### src/hps_pkg.sv
// Package for the +IPD / HTTP path splitter: shared types, byte constants,
// marker tables and the byte classifier. No dependencies.
package hps_pkg;

  localparam int MAX_PARTS_DEF = 8;
  localparam int PART_LEN_DEF  = 16;
  localparam int LINK_LEN_DEF  = 4;

  localparam logic [7:0] CH_NUL   = 8'h00;
  localparam logic [7:0] CH_LF    = 8'h0A;
  localparam logic [7:0] CH_CR    = 8'h0D;
  localparam logic [7:0] CH_SPACE = 8'h20;
  localparam logic [7:0] CH_AMP   = 8'h26;
  localparam logic [7:0] CH_PLUS  = 8'h2B;
  localparam logic [7:0] CH_COMMA = 8'h2C;
  localparam logic [7:0] CH_SLASH = 8'h2F;
  localparam logic [7:0] CH_COLON = 8'h3A;
  localparam logic [7:0] CH_QUERY = 8'h3F;
  localparam logic [7:0] CH_H     = 8'h48;

  typedef enum logic {
    REQ_PUSH = 1'b0,
    REQ_READ = 1'b1
  } hps_req_e;

  typedef enum logic {
    RK_SUMMARY = 1'b0,
    RK_READ    = 1'b1
  } hps_kind_e;

  typedef enum logic [1:0] {
    ST_VALID    = 2'd0,
    ST_NO_IPD   = 2'd1,
    ST_NO_COLON = 2'd2,
    ST_NO_SLASH = 2'd3
  } hps_status_e;

  typedef enum logic [2:0] {
    CC_NUL   = 3'd0,
    CC_SLASH = 3'd1,
    CC_EOL   = 3'd2,
    CC_QUERY = 3'd3,
    CC_SPACE = 3'd4,
    CC_COMMA = 3'd5,
    CC_COLON = 3'd6,
    CC_OTHER = 3'd7
  } hps_cls_e;

  typedef enum logic [6:0] {
    PH_SEEK_IPD    = 7'b0000001,
    PH_LINK        = 7'b0000010,
    PH_SEEK_COLON  = 7'b0000100,
    PH_SEEK_SLASH  = 7'b0001000,
    PH_PATH        = 7'b0010000,
    PH_AFTER_SPACE = 7'b0100000,
    PH_TAIL        = 7'b1000000
  } hps_phase_e;

  typedef struct packed {
    hps_req_e   req;
    logic [7:0] data;
    logic       eof;
    logic [2:0] part_sel;
    logic [3:0] char_sel;
    hps_cls_e   cls;
  } hps_item_t;

  function automatic logic [7:0] ipd_char(input logic [2:0] idx);
    logic [7:0] c;
    case (idx)
      3'd0:    c = CH_PLUS;
      3'd1:    c = 8'h49;
      3'd2:    c = 8'h50;
      3'd3:    c = 8'h44;
      3'd4:    c = CH_COMMA;
      default: c = CH_NUL;
    endcase
    return c;
  endfunction

  function automatic logic [7:0] http_char(input logic [2:0] idx);
    logic [7:0] c;
    case (idx)
      3'd0:    c = CH_H;
      3'd1:    c = 8'h54;
      3'd2:    c = 8'h54;
      3'd3:    c = 8'h50;
      3'd4:    c = CH_SLASH;
      default: c = CH_NUL;
    endcase
    return c;
  endfunction

  function automatic hps_cls_e classify(input logic [7:0] c);
    hps_cls_e k;
    case (c)
      CH_NUL:       k = CC_NUL;
      CH_SLASH:     k = CC_SLASH;
      CH_CR, CH_LF: k = CC_EOL;
      CH_QUERY,
      CH_AMP:       k = CC_QUERY;
      CH_SPACE:     k = CC_SPACE;
      CH_COMMA:     k = CC_COMMA;
      CH_COLON:     k = CC_COLON;
      default:      k = CC_OTHER;
    endcase
    return k;
  endfunction

endpackage

### src/hps_front.sv
// Front end: takes requests, classifies the frame byte and queues them in a
// two-entry FIFO for the parser. Depends on hps_pkg.
module hps_front (
  input  logic                clk_i,
  input  logic                rst_ni,
  input  logic                in_valid_i,
  output logic                in_ready_o,
  input  logic                req_type_i,
  input  logic [7:0]          data_byte_i,
  input  logic                end_of_frame_i,
  input  logic [2:0]          part_select_i,
  input  logic [3:0]          char_select_i,
  output logic                q_valid_o,
  input  logic                q_ready_i,
  output hps_pkg::hps_item_t  q_item_o
);
  import hps_pkg::*;

  hps_item_t  entry_q [2];
  logic       wr_ptr_q, rd_ptr_q;
  logic [1:0] count_q, count_d;
  logic       push, pop;
  hps_item_t  item;

  assign in_ready_o = (count_q != 2'd2);
  assign q_valid_o  = (count_q != 2'd0);
  assign q_item_o   = entry_q[rd_ptr_q];
  assign push       = in_valid_i && in_ready_o;
  assign pop        = q_valid_o && q_ready_i;

  always_comb begin
    item.req      = hps_req_e'(req_type_i);
    item.data     = data_byte_i;
    item.eof      = end_of_frame_i;
    item.part_sel = part_select_i;
    item.char_sel = char_select_i;
    item.cls      = classify(data_byte_i);
  end

  always_comb begin
    count_d = count_q;
    if (push && !pop) begin
      count_d = count_q + 2'd1;
    end else if (pop && !push) begin
      count_d = count_q - 2'd1;
    end
  end

  always_ff @(posedge clk_i or negedge rst_ni) begin
    if (!rst_ni) begin
      wr_ptr_q <= 1'b0;
      rd_ptr_q <= 1'b0;
      count_q  <= 2'd0;
    end else begin
      count_q <= count_d;
      if (push) wr_ptr_q <= ~wr_ptr_q;
      if (pop)  rd_ptr_q <= ~rd_ptr_q;
    end
  end

  always_ff @(posedge clk_i) begin
    if (push) entry_q[wr_ptr_q] <= item;
  end

endmodule

### src/hps_back.sv
// Back end: frame parser state, path part store and the result register.
// Pops classified requests from hps_front. Depends on hps_pkg.
module hps_back #(
  parameter int MAX_PARTS = hps_pkg::MAX_PARTS_DEF,
  parameter int PART_LEN  = hps_pkg::PART_LEN_DEF,
  parameter int LINK_LEN  = hps_pkg::LINK_LEN_DEF
) (
  input  logic                clk_i,
  input  logic                rst_ni,
  input  logic                q_valid_i,
  output logic                q_ready_o,
  input  hps_pkg::hps_item_t  q_item_i,
  output logic                out_valid_o,
  input  logic                out_ready_i,
  output logic                result_kind_o,
  output logic [1:0]          status_o,
  output logic                is_http_o,
  output logic [3:0]          part_count_o,
  output logic [31:0]         link_chars_o,
  output logic [2:0]          link_length_o,
  output logic [7:0]          part_char_o,
  output logic [3:0]          part_length_o
);
  import hps_pkg::*;

  localparam int PKW = $clog2(MAX_PARTS + 1);
  localparam int PW  = (MAX_PARTS > 1) ? $clog2(MAX_PARTS) : 1;
  localparam int LW  = $clog2(PART_LEN);
  localparam int CW  = (PART_LEN > 2) ? $clog2(PART_LEN - 1) : 1;
  localparam int LCW = $clog2(LINK_LEN + 1);
  localparam int AW  = PW + CW;
  localparam int SW  = (PKW > 3) ? PKW : 3;
  localparam int CMW = (LW > 4) ? LW : 4;

  // parser state
  hps_phase_e     phase_q, phase_d;
  logic [2:0]     ipd_match_q, ipd_match_d;
  logic [2:0]     http_match_q, http_match_d;
  logic [31:0]    link_store_q, link_store_d;
  logic [LCW-1:0] link_count_q, link_count_d;
  logic [PKW-1:0] parts_kept_q, parts_kept_d;
  logic [PKW-1:0] committed_q, committed_d;
  logic           space_seen_q, space_seen_d;
  logic           http_found_q, http_found_d;
  logic           stopped_q, stopped_d;
  logic           slot_active_q, slot_active_d;
  logic           frame_open_q, frame_open_d;
  logic [LW-1:0]  cur_len_q, cur_len_d;
  logic [LW-1:0]  lengths_q [MAX_PARTS];

  logic [7:0]     mem [2**AW];
  logic           mem_we;
  logic [AW-1:0]  mem_waddr, mem_raddr;
  logic           len_we;
  logic [PW-1:0]  len_idx;
  logic [LW-1:0]  len_val;
  logic           do_open, do_append;

  // output register
  logic           out_valid_q;
  hps_kind_e      result_kind_q;
  hps_status_e    status_q;
  logic           is_http_q;
  logic [3:0]     part_count_q;
  logic [31:0]    link_chars_q;
  logic [2:0]     link_length_q;
  logic [3:0]     part_length_q;
  logic           hit_q;
  logic [7:0]     rdata_q;

  logic           produces, pop, push_pop, load;
  logic [PKW-1:0] vis_q, vis_d;
  logic           psel_ok, rd_hit;
  logic [LW-1:0]  rd_len;
  hps_status_e    status_d;

  assign produces  = (q_item_i.req == REQ_READ) || q_item_i.eof;
  assign q_ready_o = !produces || !out_valid_q || out_ready_i;
  assign pop       = q_valid_i && q_ready_o;
  assign push_pop  = pop && (q_item_i.req == REQ_PUSH);
  assign load      = pop && produces;

  // read-back lookup against the current part table
  assign vis_q     = http_found_q ? committed_q : parts_kept_q;
  assign psel_ok   = (SW'(q_item_i.part_sel) < SW'(vis_q)) &&
                     (SW'(q_item_i.part_sel) < SW'(MAX_PARTS));
  assign rd_len    = psel_ok ? lengths_q[PW'(q_item_i.part_sel)] : '0;
  assign rd_hit    = psel_ok && (CMW'(q_item_i.char_sel) < CMW'(rd_len));
  assign mem_raddr = {PW'(q_item_i.part_sel), CW'(q_item_i.char_sel)};

  always_comb begin
    phase_d       = phase_q;
    ipd_match_d   = ipd_match_q;
    http_match_d  = http_match_q;
    link_store_d  = link_store_q;
    link_count_d  = link_count_q;
    parts_kept_d  = parts_kept_q;
    committed_d   = committed_q;
    space_seen_d  = space_seen_q;
    http_found_d  = http_found_q;
    stopped_d     = stopped_q;
    slot_active_d = slot_active_q;
    frame_open_d  = frame_open_q;
    cur_len_d     = cur_len_q;
    mem_we        = 1'b0;
    mem_waddr     = '0;
    len_we        = 1'b0;
    len_idx       = '0;
    len_val       = '0;
    do_open       = 1'b0;
    do_append     = 1'b0;

    if (push_pop) begin
      // first byte of a frame starts from a clean parse state
      if (!frame_open_q) begin
        phase_d       = PH_SEEK_IPD;
        ipd_match_d   = 3'd0;
        http_match_d  = 3'd0;
        link_store_d  = '0;
        link_count_d  = '0;
        parts_kept_d  = '0;
        committed_d   = '0;
        space_seen_d  = 1'b0;
        http_found_d  = 1'b0;
        stopped_d     = 1'b0;
        slot_active_d = 1'b0;
      end
      frame_open_d = !q_item_i.eof;

      if (!stopped_d) begin
        if (q_item_i.cls == CC_NUL) begin
          stopped_d = 1'b1;
        end else begin
          if (space_seen_d && !http_found_d) begin
            if (q_item_i.data == http_char(http_match_d)) begin
              if (http_match_d == 3'd4) begin
                http_found_d = 1'b1;
                http_match_d = 3'd0;
              end else begin
                http_match_d = http_match_d + 3'd1;
              end
            end else begin
              http_match_d = (q_item_i.data == CH_H) ? 3'd1 : 3'd0;
            end
          end

          case (phase_d)
            PH_SEEK_IPD: begin
              if (q_item_i.data == ipd_char(ipd_match_d)) begin
                if (ipd_match_d == 3'd4) begin
                  ipd_match_d = 3'd0;
                  phase_d     = PH_LINK;
                end else begin
                  ipd_match_d = ipd_match_d + 3'd1;
                end
              end else begin
                ipd_match_d = (q_item_i.data == CH_PLUS) ? 3'd1 : 3'd0;
              end
            end
            PH_LINK: begin
              if (q_item_i.cls == CC_COMMA) begin
                phase_d = PH_SEEK_COLON;
              end else begin
                for (int k = 0; k < 4; k++) begin
                  if (4'(link_count_d) == 4'(k)) begin
                    link_store_d[8*k +: 8] = q_item_i.data;
                  end
                end
                link_count_d = link_count_d + LCW'(1);
                if (link_count_d >= LCW'(LINK_LEN)) phase_d = PH_SEEK_COLON;
              end
            end
            PH_SEEK_COLON: begin
              if (q_item_i.cls == CC_COLON) phase_d = PH_SEEK_SLASH;
            end
            PH_SEEK_SLASH: begin
              if (q_item_i.cls == CC_SLASH) begin
                do_open = 1'b1;
                phase_d = PH_PATH;
              end else if (q_item_i.cls == CC_EOL) begin
                stopped_d = 1'b1;
              end
            end
            PH_PATH: begin
              case (q_item_i.cls)
                CC_SLASH: do_open = 1'b1;
                CC_EOL, CC_QUERY: phase_d = PH_TAIL;
                CC_SPACE: begin
                  if (!space_seen_d) begin
                    space_seen_d = 1'b1;
                    committed_d  = parts_kept_d;
                  end
                  phase_d = PH_AFTER_SPACE;
                end
                default: do_append = 1'b1;
              endcase
            end
            PH_AFTER_SPACE: begin
              if (q_item_i.cls == CC_SLASH) begin
                do_open = 1'b1;
                phase_d = PH_PATH;
              end else begin
                phase_d = PH_TAIL;
              end
            end
            default: ;
          endcase

          if (do_open) begin
            if (parts_kept_d < PKW'(MAX_PARTS)) begin
              len_we        = 1'b1;
              len_idx       = parts_kept_d[PW-1:0];
              len_val       = '0;
              parts_kept_d  = parts_kept_d + PKW'(1);
              slot_active_d = 1'b1;
              cur_len_d     = '0;
            end else begin
              slot_active_d = 1'b0;
            end
          end

          // characters past the part length limit are dropped
          if (do_append && slot_active_d && (cur_len_d < LW'(PART_LEN - 1))) begin
            len_idx   = PW'(parts_kept_d - PKW'(1));
            mem_we    = 1'b1;
            mem_waddr = {len_idx, CW'(cur_len_d)};
            len_we    = 1'b1;
            len_val   = cur_len_d + LW'(1);
            cur_len_d = len_val;
          end
        end
      end
    end
  end

  always_comb begin
    case (phase_d)
      PH_SEEK_IPD:            status_d = ST_NO_IPD;
      PH_LINK, PH_SEEK_COLON: status_d = ST_NO_COLON;
      PH_SEEK_SLASH:          status_d = ST_NO_SLASH;
      default:                status_d = ST_VALID;
    endcase
  end

  assign vis_d = http_found_d ? committed_d : parts_kept_d;

  always_ff @(posedge clk_i or negedge rst_ni) begin
    if (!rst_ni) begin
      phase_q       <= PH_SEEK_IPD;
      ipd_match_q   <= 3'd0;
      http_match_q  <= 3'd0;
      link_store_q  <= '0;
      link_count_q  <= '0;
      parts_kept_q  <= '0;
      committed_q   <= '0;
      space_seen_q  <= 1'b0;
      http_found_q  <= 1'b0;
      stopped_q     <= 1'b0;
      slot_active_q <= 1'b0;
      frame_open_q  <= 1'b0;
      cur_len_q     <= '0;
      for (int i = 0; i < MAX_PARTS; i++) lengths_q[i] <= '0;
      out_valid_q   <= 1'b0;
    end else begin
      phase_q       <= phase_d;
      ipd_match_q   <= ipd_match_d;
      http_match_q  <= http_match_d;
      link_store_q  <= link_store_d;
      link_count_q  <= link_count_d;
      parts_kept_q  <= parts_kept_d;
      committed_q   <= committed_d;
      space_seen_q  <= space_seen_d;
      http_found_q  <= http_found_d;
      stopped_q     <= stopped_d;
      slot_active_q <= slot_active_d;
      frame_open_q  <= frame_open_d;
      cur_len_q     <= cur_len_d;
      if (len_we) lengths_q[len_idx] <= len_val;
      if (load) begin
        out_valid_q <= 1'b1;
      end else if (out_ready_i) begin
        out_valid_q <= 1'b0;
      end
    end
  end

  // part store; read data is registered with the result
  always_ff @(posedge clk_i) begin
    if (mem_we) mem[mem_waddr] <= q_item_i.data;
    if (load && (q_item_i.req == REQ_READ)) rdata_q <= mem[mem_raddr];
  end

  always_ff @(posedge clk_i) begin
    if (load) begin
      if (q_item_i.req == REQ_READ) begin
        result_kind_q <= RK_READ;
        status_q      <= ST_VALID;
        is_http_q     <= 1'b0;
        part_count_q  <= 4'd0;
        link_chars_q  <= '0;
        link_length_q <= 3'd0;
        part_length_q <= 4'(rd_len);
        hit_q         <= rd_hit;
      end else begin
        result_kind_q <= RK_SUMMARY;
        status_q      <= status_d;
        is_http_q     <= http_found_d;
        part_count_q  <= 4'(vis_d);
        link_chars_q  <= link_store_d;
        link_length_q <= 3'(link_count_d);
        part_length_q <= 4'd0;
        hit_q         <= 1'b0;
      end
    end
  end

  assign out_valid_o   = out_valid_q;
  assign result_kind_o = result_kind_q;
  assign status_o      = status_q;
  assign is_http_o     = is_http_q;
  assign part_count_o  = part_count_q;
  assign link_chars_o  = link_chars_q;
  assign link_length_o = link_length_q;
  assign part_char_o   = hit_q ? rdata_q : 8'h00;
  assign part_length_o = part_length_q;

`ifndef SYNTHESIS
  a_kept_max: assert property (@(posedge clk_i) disable iff (!rst_ni)
    parts_kept_q <= PKW'(MAX_PARTS))
    else $error("part count above limit");
  a_commit_le_kept: assert property (@(posedge clk_i) disable iff (!rst_ni)
    committed_q <= parts_kept_q)
    else $error("committed parts exceed kept parts");
  a_slot_has_part: assert property (@(posedge clk_i) disable iff (!rst_ni)
    slot_active_q |-> (parts_kept_q != '0))
    else $error("active slot without an open part");
  a_link_max: assert property (@(posedge clk_i) disable iff (!rst_ni)
    link_count_q <= LCW'(LINK_LEN))
    else $error("link count above limit");
  a_stop_holds: assert property (@(posedge clk_i) disable iff (!rst_ni)
    (stopped_q && frame_open_q) |=> $stable(phase_q))
    else $error("phase moved after the frame was stopped");
`endif

endmodule

### src/at_ipd_http_path_splitter.sv
// A request passes through the front FIFO and then the output register before its result shows.
// Throughput: one request per cycle, frame bytes and read-backs alike; the
// front FIFO (two entries) and the output register let either side stall.
// Reset clears all parse state and handshakes at once; no clearing pass.
// Part characters are read only below the stored length of the part.
// Top level: instantiates hps_front and hps_back; depends on hps_pkg.
module at_ipd_http_path_splitter #(
  parameter int MAX_PARTS = hps_pkg::MAX_PARTS_DEF,
  parameter int PART_LEN  = hps_pkg::PART_LEN_DEF,
  parameter int LINK_LEN  = hps_pkg::LINK_LEN_DEF
) (
  input  logic        clk_i,
  input  logic        rst_ni,
  input  logic        in_valid_i,
  output logic        in_ready_o,
  input  logic        req_type_i,
  input  logic [7:0]  data_byte_i,
  input  logic        end_of_frame_i,
  input  logic [2:0]  part_select_i,
  input  logic [3:0]  char_select_i,
  output logic        out_valid_o,
  input  logic        out_ready_i,
  output logic        result_kind_o,
  output logic [1:0]  status_o,
  output logic        is_http_o,
  output logic [3:0]  part_count_o,
  output logic [31:0] link_chars_o,
  output logic [2:0]  link_length_o,
  output logic [7:0]  part_char_o,
  output logic [3:0]  part_length_o
);
  import hps_pkg::*;

  logic      q_valid, q_ready;
  hps_item_t q_item;

  hps_front u_front (
    .clk_i          (clk_i),
    .rst_ni         (rst_ni),
    .in_valid_i     (in_valid_i),
    .in_ready_o     (in_ready_o),
    .req_type_i     (req_type_i),
    .data_byte_i    (data_byte_i),
    .end_of_frame_i (end_of_frame_i),
    .part_select_i  (part_select_i),
    .char_select_i  (char_select_i),
    .q_valid_o      (q_valid),
    .q_ready_i      (q_ready),
    .q_item_o       (q_item)
  );

  hps_back #(
    .MAX_PARTS (MAX_PARTS),
    .PART_LEN  (PART_LEN),
    .LINK_LEN  (LINK_LEN)
  ) u_back (
    .clk_i         (clk_i),
    .rst_ni        (rst_ni),
    .q_valid_i     (q_valid),
    .q_ready_o     (q_ready),
    .q_item_i      (q_item),
    .out_valid_o   (out_valid_o),
    .out_ready_i   (out_ready_i),
    .result_kind_o (result_kind_o),
    .status_o      (status_o),
    .is_http_o     (is_http_o),
    .part_count_o  (part_count_o),
    .link_chars_o  (link_chars_o),
    .link_length_o (link_length_o),
    .part_char_o   (part_char_o),
    .part_length_o (part_length_o)
  );

endmodule

### config.mk
export PLATFORM = sky130hd
export DESIGN_NAME = at_ipd_http_path_splitter
export DESIGN_NICKNAME = d
export VERILOG_FILES = /design/src/hps_pkg.sv /design/src/hps_front.sv /design/src/hps_back.sv /design/src/at_ipd_http_path_splitter.sv
export SDC_FILE = /design/constraint.sdc
export NUM_CORES = 2
export LEC_CHECK = 0
export ABC_CLOCK_PERIOD_IN_PS = 15900
export BUFFER_PORTS_ARGS = -buffer_cell sky130_fd_sc_hd__buf_4
export CORE_MARGIN = 2
export CORE_UTILIZATION = 45
export CTS_CLUSTER_SIZE = 8
export DETAILED_ROUTE_END_ITERATION = 12
export PLACE_DENSITY = 0.67
export SETUP_SLACK_MARGIN = 0.3
export SYNTH_ARGS = -nofsm -noshare
export SYNTH_HDL_FRONTEND = slang
export SYNTH_HIERARCHICAL = 1
export SYNTH_SLANG_ARGS = --single-unit
### constraint.sdc
create_clock -name clk_i -period 15.9 [get_ports clk_i]
set_input_delay 1.59 -clock clk_i [delete_from_list [all_inputs] [get_ports clk_i]]
set_output_delay 1.59 -clock clk_i [all_outputs]
set_load 0.1 [all_outputs]
==> impl_metrics.py <==
metrics = {
    "synthesis": {
        "synth_edf_count": 1120,
        "yosysMostFrequentCell": "edfxtp_1",
        "yosysTopAreaCell": "edfxtp_1",
        "synth_seq_cells": 1222,
        "synth_area_leaders": "edfxtp_1, mux4_2, dfrtp_1, mux2_2, nor2_1",
        "seq_area_frac_synth_pct": 73.3,
        "synth_top_area_share_pct": 68.1,
        "async_flop_share_pct": 8.35,
        "mappedNetlistArea_um2": 49400,
        "ys.warnings.count": 6,
        "ys.flop_type": "edfxtp_1",
        "yosys-top-cells-count": "edfxtp_1, mux4_2, nor2_1, dfrtp_1, nand2_1",
        "synth.distinct_cells": 84,
        "avgSynthCellArea_um2": 20.1,
        "synth_nets": 2502,
        "synthesis.instances": 2454,
    },
    "route": {
        "vias": 24886,
        "drt_pass1_iterations": 7,
        "drtIter0Drc": 2937,
        "ant_nets": 0,
        "avgViaCountPerCell": 6.11,
        "wl_per_cell_um": 28.6,
        "wirelength_um": 117000,
        "drcViolationCount": 0,
    },
    "timing": {
        "finalHoldViolations": 0,
        "period_share_pct": 39.5,
        "post-route-min-period_ps": 6280,
        "timing.fmax_mhz": 159,
        "skew_ps": 27.7,
        "setup_viol": 0,
        "setup_tns_ps": 0,
        "report.final.slew_viol_count": 0,
        "worstMarginPinSlew_ps": 1270,
        "slew_headroom_pct": 15.2,
        "grt_setup_unrepaired": "no",
    },
    "grt": {
        "grt_max_degree": 90,
        "grt_use_total_pct": 20.9,
        "grt.overflow.total": 0,
        "grt_antenna_before_repair": 5,
        "grt_pass1_vias": 25258,
        "grt_pass1_wl_um": 172000,
    },
    "clock_tree": {
        "cts_setup_buffers": 0,
        "clk_latency_ps": 750,
        "clk_pin_slew_ps": 50,
        "cts-resized-gates": 0,
        "cts_buffer_depth": 3,
        "clkSinkCount": 1222,
        "ctsRootBufferMaster": "clkbuf_16",
        "cts_hold_buf": 0,
        "numCtsBuffers": 170,
        "htreeDepth": 4,
        "cts_tree": "built",
    },
    "pwr": {
        "power_frac_comb_pct": 29.8,
        "power_frac_clock_pct": 30.9,
        "p_per_area_nw_per_um2": 184,
        "switching_share_pct": 32.7,
        "leakagePower_uw": 0.0184,
        "vdd_ir_drop_max_v": 0.000120,
        "p_seq_share_pct": 39.3,
        "p_int_uw": 6980,
        "p_sw_uw": 3380,
    },
    "status": {
        "outcome": "finished clean",
    },
    "final_layout": {
        "drive_above_1_share_pct": 27.8,
        "fin_cells": 4072,
        "antennaDiodeCount": 0,
        "layout.area.seq_um2": 36200,
        "layout.nets": 2657,
        "multi_input_area_um2": 12600,
        "fill_cells": 8330,
        "syn_to_final_growth_pct": 13.8,
    },
    "hold_path": {
        "whs_path_depth": 1,
        "hp-class": "reg -> reg",
    },
    "setup_path": {
        "end_kind": "flip-flop",
        "cpMostUsedCell": "buf_4",
        "r2r_cells": 9,
        "slowest_delay_ps": 870,
        "crit_buf_inv": 4,
        "path_depth": 9,
        "r2r_slack_ps": 9620,
        "critical_path_arrival_ps": 6770,
        "worst_setup_path_start_kind": "flip-flop",
        "cp_cell_sequence": "buf_4 -> mux2_8 -> buf_4 -> buf_4 -> buf_4 -> mux4_2 -> mux4_2 -> mux4_2 -> mux2_2",
        "crit_fanout": 71,
        "required_ps": 16390,
        "criticalPathCategory": "reg -> reg",
        "crit_family": "buffers and inverters",
        "slowest_stage": "buf_4",
    },
    "floorplan": {
        "pin_count": 78,
        "start_util_pct": 45.3,
        "fp.coreArea_um2": 109000,
        "rows": 121,
        "die-area_um2": 112000,
        "die_x_um": 335,
        "die_h_um": 335,
    },
    "place": {
        "dp.cells": 3851,
        "gp_congestion": 0.848,
        "hpwl_um": 70400,
        "port_buffers": 77,
    },
    "job": {
        "cap_violations": 0,
    },
}
cells in the final DEF (no fill, tap or decap), types with 6 or more instances in the layout:
master | netlist | routed
a21oi_1 | 17 | 17
a22o_1 | 39 | 39
a22oi_1 | 8 | 8
a31oi_1 | 7 | 7
and2_1 | 19 | 19
and3_1 | 16 | 16
buf_4 | 5 | 111
clkbuf_1 | 79 | 36
clkbuf_16 | 0 | 170
clkinv_8 | 0 | 6
dfrtp_1 | 101 | 101
edfxtp_1 | 1120 | 1120
ha_1 | 27 | 27
inv_1 | 20 | 20
mux2_2 | 61 | 49
mux2_4 | 0 | 10
mux2i_1 | 13 | 13
mux4_2 | 344 | 344
nand2_1 | 93 | 91
nand2_2 | 4 | 6
nand2b_1 | 13 | 13
nand3_1 | 22 | 21
nand4_1 | 7 | 7
nor2_1 | 179 | 178
nor2b_1 | 39 | 39
nor3_1 | 13 | 13
o21ai_0 | 38 | 38
xnor2_1 | 10 | 10
xor2_1 | 12 | 12
metal layers:
layer / vias up / wire, um / GRT usage (%)
li1: 10293 / - / -
met1: 13049 / 46500 / 29.1
met2: 1361 / 55200 / 32.4
met3: 177 / 12100 / 5.89
met4: 6 / 2700 / 6.24
met5: - / 26 / 0
flip-flops by register name, summed over array words and instances (netlist names), 2 cells and up:
name and flops:
u_back/link_count_q 3, u_back/link_store_q 32, u_back/mem 1024, u_back/http_match_q 3
u_back/link_length_o 3, u_back/committed_q 4, u_back/part_count_o 4, u_front/count_q 2
u_back/cur_len_q 4, u_back/lengths_q 32, u_back/part_length_o 4, u_front/entry_q 40
u_back/ipd_match_q 3, u_back/phase_q 7, u_back/parts_kept_q 4, u_back/rdata_q 8
u_back/status_o 2, u_back/link_chars_o 32
layout make-up:
type,instances,area share [%]
flip-flops and latches,1222,64.4
multi-input cells,1083,22.5
clock buffers,206,7.81
well taps,1414,3.15
repair buffers,111,1.48
clock inverters,15,0.523
inverters,21,0.140
power groups by stage:
stage	Clock, uW	Sequential [uW]	Combinational [uW]
2_1_floorplan	0	4450	1750
3_3_place_gp	0	4120	3070
3_5_place_dp	0	4120	3100
4_1_cts	3260	4060	3110
5_1_grt	3390	4080	3240
6_report	3200	4070	3090
final timing paths:
kind | from | to
max | u_front/rd_ptr_q$_DFFE_PN0P_ | u_back/rdata_q[7]$_DFFE_PP_
min | u_front/count_q[1]$_DFFE_PN0P_ | u_front/count_q[1]$_DFFE_PN0P_
max reg2reg | u_front/rd_ptr_q$_DFFE_PN0P_ | u_back/rdata_q[7]$_DFFE_PP_
min reg2reg | u_front/count_q[1]$_DFFE_PN0P_ | u_front/count_q[1]$_DFFE_PN0P_
max in group asynchronous | rst_ni | u_back/cur_len_q[0]$_DFFE_PN0P_
min in group asynchronous | rst_ni | u_back/link_store_q[17]$_DFF_PN0_
cells by family (layout without fill, tap and decap cells):
kind of cell	Yosys count	count (layout)	synth area share (%)
flip-flops	1222	1222	73.3
AND/OR/NAND/NOR	453	453	4.57
multiplexers	421	421	17.4
AO/OA/AOI/OAI	160	160	2.37
buffers and inverters	149	353	1.25
adder cells (fa/ha/maj)	27	27	0.684
XOR/XNOR	22	22	0.390
through the flow:
stage	area (um2)	power [uW]	worst slack, ps	hold slack, ps	util, %
floorplan	49400	6200	10090	449	-
detailed placement	51500	7220	9450	478	47.3
global placement	51500	7190	9480	464	47.3
global route	56200	10700	9080	511	51.6
CTS	56200	10400	9420	488	51.6
finish	56200	10400	9620	484	51.6
Power figures use the tool's default switching activity.
